==> src/design/tet_pkg.sv <==
// shared types, constants and helpers of the timeout event table
package tet_pkg;

  localparam int unsigned SLOTS       = 16;
  localparam int unsigned MAX_RESULTS = 16;
  localparam int unsigned SLOT_W      = (SLOTS > 1) ? $clog2(SLOTS) : 1;
  localparam int unsigned CNT_W       = $clog2(MAX_RESULTS + 1);
  localparam int unsigned TIME_W      = 64;
  localparam int unsigned HANDLER_W   = 8;
  localparam int unsigned ARG_W       = 32;
  localparam int unsigned OUT_SLOT_W  = 4;

  localparam logic [SLOT_W-1:0] SLOT_LAST = SLOT_W'(SLOTS - 1);
  localparam logic [CNT_W-1:0]  CNT_MAX   = CNT_W'(MAX_RESULTS);

  typedef enum logic [1:0] {
    ACT_ENQUEUE = 2'd0,
    ACT_POLL    = 2'd1,
    ACT_CLEAR   = 2'd2
  } action_e;

  typedef enum logic [2:0] {
    ST_ENQUEUED = 3'd0,
    ST_FULL     = 3'd1,
    ST_FIRED    = 3'd2,
    ST_NONE     = 3'd3,
    ST_CLEARED  = 3'd4
  } status_e;

  typedef enum logic [1:0] {
    S_IDLE,
    S_ENQ,
    S_POLL,
    S_FLUSH
  } state_e;

  // slot table command from the sequencer
  typedef struct packed {
    logic              wr_en;
    logic              free_en;
    logic              clr_en;
    logic [SLOT_W-1:0] idx;
  } store_cmd_t;

  // request to the shared adder
  typedef struct packed {
    logic              sub;
    logic [TIME_W-1:0] a;
    logic [TIME_W-1:0] b;
  } alu_req_t;

  typedef struct packed {
    status_e                status;
    logic [HANDLER_W-1:0]   handler;
    logic [ARG_W-1:0]       argument;
    logic [OUT_SLOT_W-1:0]  slot;
    logic                   last;
  } result_t;

  // slot number masked to the output field width
  function automatic logic [OUT_SLOT_W-1:0] slot_to_out(input logic [SLOT_W-1:0] s);
    logic [63:0] wide;
    wide = 64'(s);
    return wide[OUT_SLOT_W-1:0];
  endfunction

  function automatic result_t make_result(input status_e st,
                                          input logic [HANDLER_W-1:0] h,
                                          input logic [ARG_W-1:0] arg,
                                          input logic [OUT_SLOT_W-1:0] slot);
    result_t r;
    r.status   = st;
    r.handler  = h;
    r.argument = arg;
    r.slot     = slot;
    r.last     = 1'b0;
    return r;
  endfunction

endpackage

==> src/design/tet_alu.sv <==
// shared 64-bit adder: expiry sum on enqueue, expiry compare on poll
module tet_alu (
  input  tet_pkg::alu_req_t              req_i,
  output logic [tet_pkg::TIME_W-1:0]     sum_o,
  output logic                           carry_o
);

  logic [tet_pkg::TIME_W-1:0] b_mod;

  // subtract as a plus inverted b plus one; carry out low means a < b
  assign b_mod = req_i.b ^ {tet_pkg::TIME_W{req_i.sub}};
  assign {carry_o, sum_o} = {1'b0, req_i.a} + {1'b0, b_mod}
                          + (tet_pkg::TIME_W + 1)'(req_i.sub);

endmodule

==> src/design/tet_store.sv <==
// slot table: busy flags plus handler, argument and expiry per slot
module tet_store (
  input  logic                              clk_i,
  input  logic                              rst_ni,
  input  tet_pkg::store_cmd_t               cmd_i,
  input  logic [tet_pkg::HANDLER_W-1:0]     wr_handler_i,
  input  logic [tet_pkg::ARG_W-1:0]         wr_argument_i,
  input  logic [tet_pkg::TIME_W-1:0]        wr_expiry_i,
  output logic                              rd_busy_o,
  output logic [tet_pkg::HANDLER_W-1:0]     rd_handler_o,
  output logic [tet_pkg::ARG_W-1:0]         rd_argument_o,
  output logic [tet_pkg::TIME_W-1:0]        rd_expiry_o
);

  logic [tet_pkg::SLOTS-1:0]     busy_q, busy_d;
  logic [tet_pkg::HANDLER_W-1:0] handler_q [tet_pkg::SLOTS];
  logic [tet_pkg::ARG_W-1:0]     argument_q [tet_pkg::SLOTS];
  logic [tet_pkg::TIME_W-1:0]    expiry_q [tet_pkg::SLOTS];

  // busy flag update
  always_comb begin
    busy_d = busy_q;
    if (cmd_i.clr_en) begin
      busy_d = '0;
    end else begin
      if (cmd_i.wr_en) busy_d[cmd_i.idx] = 1'b1;
      if (cmd_i.free_en) busy_d[cmd_i.idx] = 1'b0;
    end
  end

  always_ff @(posedge clk_i or negedge rst_ni) begin
    if (!rst_ni) begin
      busy_q <= '0;
    end else begin
      busy_q <= busy_d;
    end
  end

  // slot payload, written on enqueue
  always_ff @(posedge clk_i) begin
    if (cmd_i.wr_en) begin
      handler_q[cmd_i.idx]  <= wr_handler_i;
      argument_q[cmd_i.idx] <= wr_argument_i;
      expiry_q[cmd_i.idx]   <= wr_expiry_i;
    end
  end

  // read at the scan pointer
  assign rd_busy_o     = busy_q[cmd_i.idx];
  assign rd_handler_o  = handler_q[cmd_i.idx];
  assign rd_argument_o = argument_q[cmd_i.idx];
  assign rd_expiry_o   = expiry_q[cmd_i.idx];

endmodule

==> src/design/tet_ctrl.sv <==
// sequencer: takes an item, one slot per cycle unless held, builds results
module tet_ctrl (
  input  logic                              clk_i,
  input  logic                              rst_ni,
  input  logic                              in_valid_i,
  output logic                              in_stall_o,
  input  logic [1:0]                        action_i,
  input  logic [tet_pkg::HANDLER_W-1:0]     handler_id_i,
  input  logic [tet_pkg::ARG_W-1:0]         argument_i,
  input  logic [tet_pkg::TIME_W-1:0]        delay_i,
  input  logic [tet_pkg::TIME_W-1:0]        now_time_i,
  // slot table
  output tet_pkg::store_cmd_t               cmd_o,
  output logic [tet_pkg::HANDLER_W-1:0]     wr_handler_o,
  output logic [tet_pkg::ARG_W-1:0]         wr_argument_o,
  input  logic                              rd_busy_i,
  input  logic [tet_pkg::HANDLER_W-1:0]     rd_handler_i,
  input  logic [tet_pkg::ARG_W-1:0]         rd_argument_i,
  input  logic [tet_pkg::TIME_W-1:0]        rd_expiry_i,
  // shared adder
  output tet_pkg::alu_req_t                 alu_req_o,
  input  logic                              alu_carry_i,
  // result hand-off to the output register
  input  logic                              out_free_i,
  output logic                              push_o,
  output tet_pkg::result_t                  push_res_o
);

  tet_pkg::state_e               state_q, state_d;
  logic [tet_pkg::SLOT_W-1:0]    idx_q, idx_d;
  logic [tet_pkg::CNT_W-1:0]     cnt_q, cnt_d;
  logic                          pend_valid_q, pend_valid_d;
  tet_pkg::result_t              pend_q, pend_d;
  logic [tet_pkg::HANDLER_W-1:0] handler_q, handler_d;
  logic [tet_pkg::ARG_W-1:0]     arg_q, arg_d;
  logic [tet_pkg::TIME_W-1:0]    delay_q, delay_d;
  logic [tet_pkg::TIME_W-1:0]    now_q, now_d;

  logic accept;
  logic is_last_slot;
  logic expired;
  logic fire;
  logic poll_wait;

  assign in_stall_o   = (state_q != tet_pkg::S_IDLE);
  assign accept       = in_valid_i && !in_stall_o;
  assign is_last_slot = (idx_q == tet_pkg::SLOT_LAST);

  // expiry < now when the subtract borrows
  assign expired   = !alu_carry_i;
  assign fire      = rd_busy_i && expired && (cnt_q < tet_pkg::CNT_MAX);
  // a second fire needs the earlier one moved out first
  assign poll_wait = fire && pend_valid_q && !out_free_i;

  assign alu_req_o.sub = (state_q == tet_pkg::S_POLL);
  assign alu_req_o.a   = alu_req_o.sub ? rd_expiry_i : now_q;
  assign alu_req_o.b   = alu_req_o.sub ? now_q : delay_q;

  assign wr_handler_o  = handler_q;
  assign wr_argument_o = arg_q;

  // next state
  always_comb begin
    state_d = state_q;
    unique case (state_q)
      tet_pkg::S_IDLE: begin
        if (accept) begin
          case (action_i)
            tet_pkg::ACT_ENQUEUE: state_d = tet_pkg::S_ENQ;
            tet_pkg::ACT_POLL:    state_d = tet_pkg::S_POLL;
            tet_pkg::ACT_CLEAR:   state_d = tet_pkg::S_FLUSH;
            default:              state_d = tet_pkg::S_IDLE;
          endcase
        end
      end
      tet_pkg::S_ENQ: begin
        if (!rd_busy_i || is_last_slot) state_d = tet_pkg::S_FLUSH;
      end
      tet_pkg::S_POLL: begin
        if (!poll_wait && is_last_slot) state_d = tet_pkg::S_FLUSH;
      end
      tet_pkg::S_FLUSH: begin
        if (out_free_i) state_d = tet_pkg::S_IDLE;
      end
      default: state_d = tet_pkg::S_IDLE;
    endcase
  end

  // datapath and outputs
  always_comb begin
    idx_d         = idx_q;
    cnt_d         = cnt_q;
    pend_valid_d  = pend_valid_q;
    pend_d        = pend_q;
    handler_d     = handler_q;
    arg_d         = arg_q;
    delay_d       = delay_q;
    now_d         = now_q;
    cmd_o.wr_en   = 1'b0;
    cmd_o.free_en = 1'b0;
    cmd_o.clr_en  = 1'b0;
    cmd_o.idx     = idx_q;
    push_o        = 1'b0;
    push_res_o    = pend_q;
    unique case (state_q)
      tet_pkg::S_IDLE: begin
        if (accept) begin
          handler_d    = handler_id_i;
          arg_d        = argument_i;
          delay_d      = delay_i;
          now_d        = now_time_i;
          idx_d        = '0;
          cnt_d        = '0;
          pend_valid_d = 1'b0;
          if (action_i == tet_pkg::ACT_CLEAR) begin
            cmd_o.clr_en = 1'b1;
            pend_d = tet_pkg::make_result(tet_pkg::ST_CLEARED, '0, '0, '0);
          end
        end
      end
      // first free slot search
      tet_pkg::S_ENQ: begin
        if (!rd_busy_i) begin
          cmd_o.wr_en = 1'b1;
          pend_d = tet_pkg::make_result(tet_pkg::ST_ENQUEUED, '0, '0,
                                        tet_pkg::slot_to_out(idx_q));
        end else if (is_last_slot) begin
          pend_d = tet_pkg::make_result(tet_pkg::ST_FULL, '0, '0, '0);
        end else begin
          idx_d = idx_q + tet_pkg::SLOT_W'(1);
        end
      end
      // expiry scan; each fire is held until the next one or the end
      tet_pkg::S_POLL: begin
        if (!poll_wait) begin
          if (fire) begin
            if (pend_valid_q) begin
              push_o          = 1'b1;
              push_res_o.last = 1'b0;
            end
            pend_d = tet_pkg::make_result(tet_pkg::ST_FIRED, rd_handler_i,
                                          rd_argument_i,
                                          tet_pkg::slot_to_out(idx_q));
            pend_valid_d  = 1'b1;
            cmd_o.free_en = 1'b1;
            cnt_d         = cnt_q + tet_pkg::CNT_W'(1);
          end
          if (is_last_slot) begin
            if (!fire && !pend_valid_q) begin
              pend_d = tet_pkg::make_result(tet_pkg::ST_NONE, '0, '0, '0);
            end
          end else begin
            idx_d = idx_q + tet_pkg::SLOT_W'(1);
          end
        end
      end
      // final result of the item
      tet_pkg::S_FLUSH: begin
        push_res_o.last = 1'b1;
        if (out_free_i) push_o = 1'b1;
      end
      default: ;
    endcase
  end

  always_ff @(posedge clk_i or negedge rst_ni) begin
    if (!rst_ni) begin
      state_q      <= tet_pkg::S_IDLE;
      idx_q        <= '0;
      cnt_q        <= '0;
      pend_valid_q <= 1'b0;
    end else begin
      state_q      <= state_d;
      idx_q        <= idx_d;
      cnt_q        <= cnt_d;
      pend_valid_q <= pend_valid_d;
    end
  end

  // item and pending result payload
  always_ff @(posedge clk_i) begin
    pend_q    <= pend_d;
    handler_q <= handler_d;
    arg_q     <= arg_d;
    delay_q   <= delay_d;
    now_q     <= now_d;
  end

endmodule

==> src/design/timeout_event_table_core.sv <==
// top level of the timeout event table
//
// input channel: in_valid_i / in_stall_o with action_i, handler_id_i,
// argument_i, delay_i and now_time_i. a transfer happens when valid is high
// and stall is low. output channel: out_valid_o / out_stall_i carrying
// status_o, fired_handler_o, fired_argument_o, slot_index_o and last_o.
//
// one item is worked on at a time; stall stays high until its last result
// has gone into the output register. a single 64-bit adder serves both the
// expiry sum and the expiry compare, and the sequencer visits one slot per
// cycle while no fired slot waits on a stalled result register. enqueue
// scans up to the first free slot, poll scans every slot, clear frees all
// slots at once. unused action code 3 is dropped with no result. a poll
// emits one result per fired slot, last_o on the final one, or a single
// none result when no slot fires.
// reset frees every slot at once; no clearing pass is needed. when the
// receiver stalls, the result register holds its contents and the scan
// pauses at the next fired slot until the register frees up.
module timeout_event_table_core (
  input  logic                              clk_i,
  input  logic                              rst_ni,
  input  logic                              in_valid_i,
  output logic                              in_stall_o,
  input  logic [1:0]                        action_i,
  input  logic [tet_pkg::HANDLER_W-1:0]     handler_id_i,
  input  logic [tet_pkg::ARG_W-1:0]         argument_i,
  input  logic [tet_pkg::TIME_W-1:0]        delay_i,
  input  logic [tet_pkg::TIME_W-1:0]        now_time_i,
  output logic                              out_valid_o,
  input  logic                              out_stall_i,
  output logic [2:0]                        status_o,
  output logic [tet_pkg::HANDLER_W-1:0]     fired_handler_o,
  output logic [tet_pkg::ARG_W-1:0]         fired_argument_o,
  output logic [tet_pkg::OUT_SLOT_W-1:0]    slot_index_o,
  output logic                              last_o
);

  tet_pkg::store_cmd_t           cmd;
  tet_pkg::alu_req_t             alu_req;
  tet_pkg::result_t              push_res;
  tet_pkg::result_t              out_q;
  logic [tet_pkg::HANDLER_W-1:0] wr_handler;
  logic [tet_pkg::ARG_W-1:0]     wr_argument;
  logic                          rd_busy;
  logic [tet_pkg::HANDLER_W-1:0] rd_handler;
  logic [tet_pkg::ARG_W-1:0]     rd_argument;
  logic [tet_pkg::TIME_W-1:0]    rd_expiry;
  logic [tet_pkg::TIME_W-1:0]    alu_sum;
  logic                          alu_carry;
  logic                          push;
  logic                          out_free;
  logic                          out_valid_q, out_valid_d;

  tet_ctrl u_ctrl (
    .clk_i         (clk_i),
    .rst_ni        (rst_ni),
    .in_valid_i    (in_valid_i),
    .in_stall_o    (in_stall_o),
    .action_i      (action_i),
    .handler_id_i  (handler_id_i),
    .argument_i    (argument_i),
    .delay_i       (delay_i),
    .now_time_i    (now_time_i),
    .cmd_o         (cmd),
    .wr_handler_o  (wr_handler),
    .wr_argument_o (wr_argument),
    .rd_busy_i     (rd_busy),
    .rd_handler_i  (rd_handler),
    .rd_argument_i (rd_argument),
    .rd_expiry_i   (rd_expiry),
    .alu_req_o     (alu_req),
    .alu_carry_i   (alu_carry),
    .out_free_i    (out_free),
    .push_o        (push),
    .push_res_o    (push_res)
  );

  tet_store u_store (
    .clk_i         (clk_i),
    .rst_ni        (rst_ni),
    .cmd_i         (cmd),
    .wr_handler_i  (wr_handler),
    .wr_argument_i (wr_argument),
    .wr_expiry_i   (alu_sum),
    .rd_busy_o     (rd_busy),
    .rd_handler_o  (rd_handler),
    .rd_argument_o (rd_argument),
    .rd_expiry_o   (rd_expiry)
  );

  tet_alu u_alu (
    .req_i   (alu_req),
    .sum_o   (alu_sum),
    .carry_o (alu_carry)
  );

  // output register
  assign out_free = !out_valid_q || !out_stall_i;

  always_comb begin
    out_valid_d = out_valid_q;
    if (push) begin
      out_valid_d = 1'b1;
    end else if (!out_stall_i) begin
      out_valid_d = 1'b0;
    end
  end

  always_ff @(posedge clk_i or negedge rst_ni) begin
    if (!rst_ni) begin
      out_valid_q <= 1'b0;
    end else begin
      out_valid_q <= out_valid_d;
    end
  end

  always_ff @(posedge clk_i) begin
    if (push) out_q <= push_res;
  end

  assign out_valid_o      = out_valid_q;
  assign status_o         = out_q.status;
  assign fired_handler_o  = out_q.handler;
  assign fired_argument_o = out_q.argument;
  assign slot_index_o     = out_q.slot;
  assign last_o           = out_q.last;

endmodule

==> config.mk <==
export PLATFORM = sky130hd
export DESIGN_NAME = timeout_event_table_core
export DESIGN_NICKNAME = d
export VERILOG_FILES = /design/src/design/tet_pkg.sv /design/src/design/tet_alu.sv /design/src/design/tet_store.sv /design/src/design/tet_ctrl.sv /design/src/design/timeout_event_table_core.sv
export SDC_FILE = /design/constraint.sdc
export NUM_CORES = 2
export LEC_CHECK = 0
export BUFFER_PORTS_ARGS = -buffer_cell sky130_fd_sc_hd__buf_4
export CORE_MARGIN = 1.5
export CORE_UTILIZATION = 25
export CTS_BUF_LIST = sky130_fd_sc_hd__clkbuf_2 sky130_fd_sc_hd__clkbuf_4 sky130_fd_sc_hd__clkbuf_8
export DETAILED_ROUTE_END_ITERATION = 10
export PLACE_DENSITY_LB_ADDON = 0.08
export SYNTH_ARGS = -nofsm -noshare
export SYNTH_HDL_FRONTEND = slang
export SYNTH_SLANG_ARGS = --single-unit
==> constraint.sdc <==
create_clock -name clk_i -period 15.7 [get_ports clk_i]
set_input_delay 0.785 -clock clk_i [delete_from_list [all_inputs] [get_ports clk_i]]
set_output_delay 0.785 -clock clk_i [all_outputs]
set_load 0.02 [all_outputs]
==> flow_summary.json <==
{
  "ys_seq_elements": 1957,
  "slew_viol_final": 0,
  "tightest_slew_ns": 1.25,
  "cts_made_buffers": 366,
  "wl_per_cell_um": 27.6,
  "clock.fmax_ghz": 0.117,
  "crit_path_end_kind": "flop",
  "setup_viol": 0,
  "core_area_um2": 310000,
  "layout-drive-gt1-share": 0.320,
  "grt_pass1_vias": 42900,
  "wirelength_um": 243000,
  "crit_path_frequent_cell": "buf_4",
  "worst_slack_ns": 7.17,
  "synthesis.area_um2": 78000,
  "postRouteAntennaNets": 0,
  "seq_area_frac_synth": 0.752,
  "numClockSinks": 1957,
  "power_density_nw_per_um2": 227,
  "rsz0062_at_grt": "no",
  "cts_buffer_depth": 4,
  "grt_usage": 0.153,
  "grt_first_pass_wirelength_um": 341000,
  "seqPwrFrac": 0.420,
  "p_leak_nw": 29.7,
  "syn_nets": 3980,
  "crit_chain": "buf_4, buf_4, mux4_2, mux4_2, mux2_2, ha_1, a21oi_1, o221ai_1, o31ai_1, o41ai_1, o2111a_1, o21ai_1, and3_1, nand2_1, a21oi_4, buf_4",
  "min_period_ns": 8.53,
  "syn_inst": 3730,
  "num_vias": 39800,
  "antenna_found_initial": 12,
  "worstSkewPairLatency_ns": 1.08,
  "post-cts-setup-buffer-count": 0,
  "cts_resized": 0,
  "portBuffers": 223,
  "hold_ws_ns": 0.129,
  "fin_skew_ns": 0.0933,
  "die_h_um": 561,
  "final_nets": 4645,
  "die_area_um2": 315000,
  "hp-class": "primary input to flop",
  "ir_worst_vdd_mv": 0.125,
  "relSlewSlack": 0.163,
  "clockRootBuffer": "clkbuf_8",
  "final_common_cell": "edfxtp_1",
  "critPathArrivalTime_ns": 9.17,
  "drt_pass1_iterations": 5,
  "vias_per_cell": 4.52,
  "h-tree-depth": 5,
  "final.fill_count": 30300,
  "setup.worst_path.class": "flop to flop",
  "startpoint_type": "flop",
  "grt_max_degree": 117,
  "syn_area_per_cell_um2": 20.9,
  "critical-path-top-delay-family": "compound AO/OA/AOI/OAI gates",
  "stdcell_area_um2": 93800,
  "synth-edff-count": 1928,
  "hpwl_um": 129000,
  "area_growth_pct": 20.3,
  "start_util": 0.252,
  "drc": 0,
  "num_rows": 204,
  "yosysWarnings": 0,
  "yosys_most_used_dff": "edfxtp_1",
  "cts_tree": "built",
  "worstPathRequired_ns": 16.34,
  "initialDrtViolationCount": 2724,
  "switching_share": 0.359,
  "critical_path_buf_inv_count": 3,
  "p_sw_mw": 7.63,
  "ios": 224,
  "pwr-share-clk": 0.228,
  "fp.dieW_um": 561,
  "maxCapViolCount": 0,
  "period_share": 0.543,
  "hold_viol": 0,
  "overflow": 0,
  "layout_common_cells": "1928 x edfxtp_1, 522 x mux4_2, 367 x clkbuf_8",
  "max_stage_delay_ns": 1.01,
  "routabilityCongestion": 0.777,
  "outcome": "completed",
  "synth_cell_types": 73,
  "async_flop_share": 0.0148,
  "dpl_cell_area_um2": 85000,
  "fin_setup_tns_ns": 0,
  "clk_pin_slew_worst_paths_ns": 0.06,
  "worst_path_max_delay_cell": "dfrtp_4",
  "dpl_worst_slack_ns": 7.09,
  "crit_fanout": 40,
  "comb_power_share": 0.351,
  "p_int_mw": 13.6
}
-- layout make-up --
class                   count  area, µm²  area share
diodes                      2       5.00   0.0000534
clock buffers             487       5950      0.0635
clock inverters           160       1070      0.0115
inverters                  36        135     0.00144
multi-input cells        1549      18600       0.199
flip-flops and latches   1957      58600       0.625
well taps                4120       5150      0.0550
repair buffers            485       4190      0.0447
-- final timing paths --
kind,slack [ns],depth (start not counted),endpoint,start
hold reg to reg,0.44,0,fired_argument_o[15],u_ctrl.push_res_o[20]
setup / recovery,7.17,16,fired_handler_o[4],u_ctrl.idx_q[0]
min in group asynchronous,0.35,2,u_ctrl.idx_q[1],rst_ni
setup reg to reg,7.17,16,fired_handler_o[4],u_ctrl.idx_q[0]
max in group asynchronous,14.99,2,u_store.busy_q[4],rst_ni
hold / removal,0.13,3,out_valid_o,out_stall_i
-- synth_stat cells, drive strengths merged (12+ instances only) --
master | count | share of area
nand3 | 33 | 0.0021
clkbuf | 131 | 0.0063
nor3 | 17 | 0.0011
dfrtp | 29 | 0.0093
nor2 | 115 | 0.0055
a21o | 40 | 0.0039
ha | 75 | 0.012
o21ai | 63 | 0.0040
o21a | 17 | 0.0016
nand2 | 153 | 0.0074
and2 | 12 | 0.00096
a31oi | 12 | 0.00096
and3 | 15 | 0.0012
mux2 | 64 | 0.0092
xnor2 | 32 | 0.0036
a21oi | 186 | 0.012
buf | 57 | 0.0031
inv | 36 | 0.0017
xor2 | 29 | 0.0033
nand4 | 17 | 0.0014
edfxtp | 1928 | 0.74
mux4 | 523 | 0.15
o21bai | 12 | 0.0012
-- cell families (layout without fill, tap and decap cells) --
| family | after synthesis | count (layout) | synth area share |
|---|---|---|---|
| AOI/OAI and AO/OA | 410 | 410 | 0.0325 |
| xor gates and xnor gates | 61 | 61 | 0.00685 |
| adders and majority gates | 76 | 76 | 0.0123 |
| other | 0 | 2 | 0 |
| and+or+nand+nor | 407 | 407 | 0.0237 |
| buffers and inverters | 224 | 1168 | 0.0111 |
| muxes | 595 | 595 | 0.161 |
| DFF | 1957 | 1957 | 0.752 |
-- power by group through the flow --
stage               Clock [mW]  Sequential, mW  Combinational [mW]
floorplan                    0            8.90                4.79
global placement             0            9.07                7.69
detailed placement           0            9.06                7.67
CTS                       5.07            8.97                7.73
global route              5.27            9.02                8.32
finish                    4.86            8.94                7.47
-- worst register-to-register path: cells and delay by family (launching register included) --
kind,cells,cell delay [ns]
AOI/OAI and AO/OA,7,2.66
buffers and inverters,3,2.01
muxes,3,1.42
DFF,1,1.01
and+or+nand+nor,2,0.59
adders and majority gates,1,0.41
-- per-layer routing --
| metal | global-route usage | share of wire | up-vias |
|---|---|---|---|
| li1 | - | - | 17000 |
| met1 | 0.212 | 0.46 | 21500 |
| met2 | 0.249 | 0.48 | 920 |
| met3 | 0.0207 | 0.035 | 398 |
| met4 | 0.0433 | 0.025 | 0 |
| met5 | 0 | 0 | - |
-- state kept, by name, summed over array words and instances (netlist names), 5 cells and up --
name,flops
u_ctrl.wr_handler_o,8
u_ctrl.push_res_o,47
u_ctrl.wr_argument_o,32
u_ctrl.delay_q,64
u_store.argument_q,512
u_ctrl.cnt_q,5
u_store.busy_q,16
u_store.expiry_q,1024
fired_argument_o,32
fired_handler_o,8
u_store.handler_q,128
u_ctrl.now_q,64
-- timing repair --
item	in CTS	in global routing
hold buffers	169	0
endpoints found under the setup margin	0	0
hold endpoints to repair	197	0
-- stage by stage --
step	power [mW]	util	instances
5_1_grt	22.6	0.303	8795
4_1_cts	21.8	0.303	8794
3_3_place_gp	16.8	0.275	7978
2_1_floorplan	13.7	-	3730
6_report	21.3	0.303	8796
3_5_place_dp	16.7	0.275	7978
(Power assumes the default switching activity.)
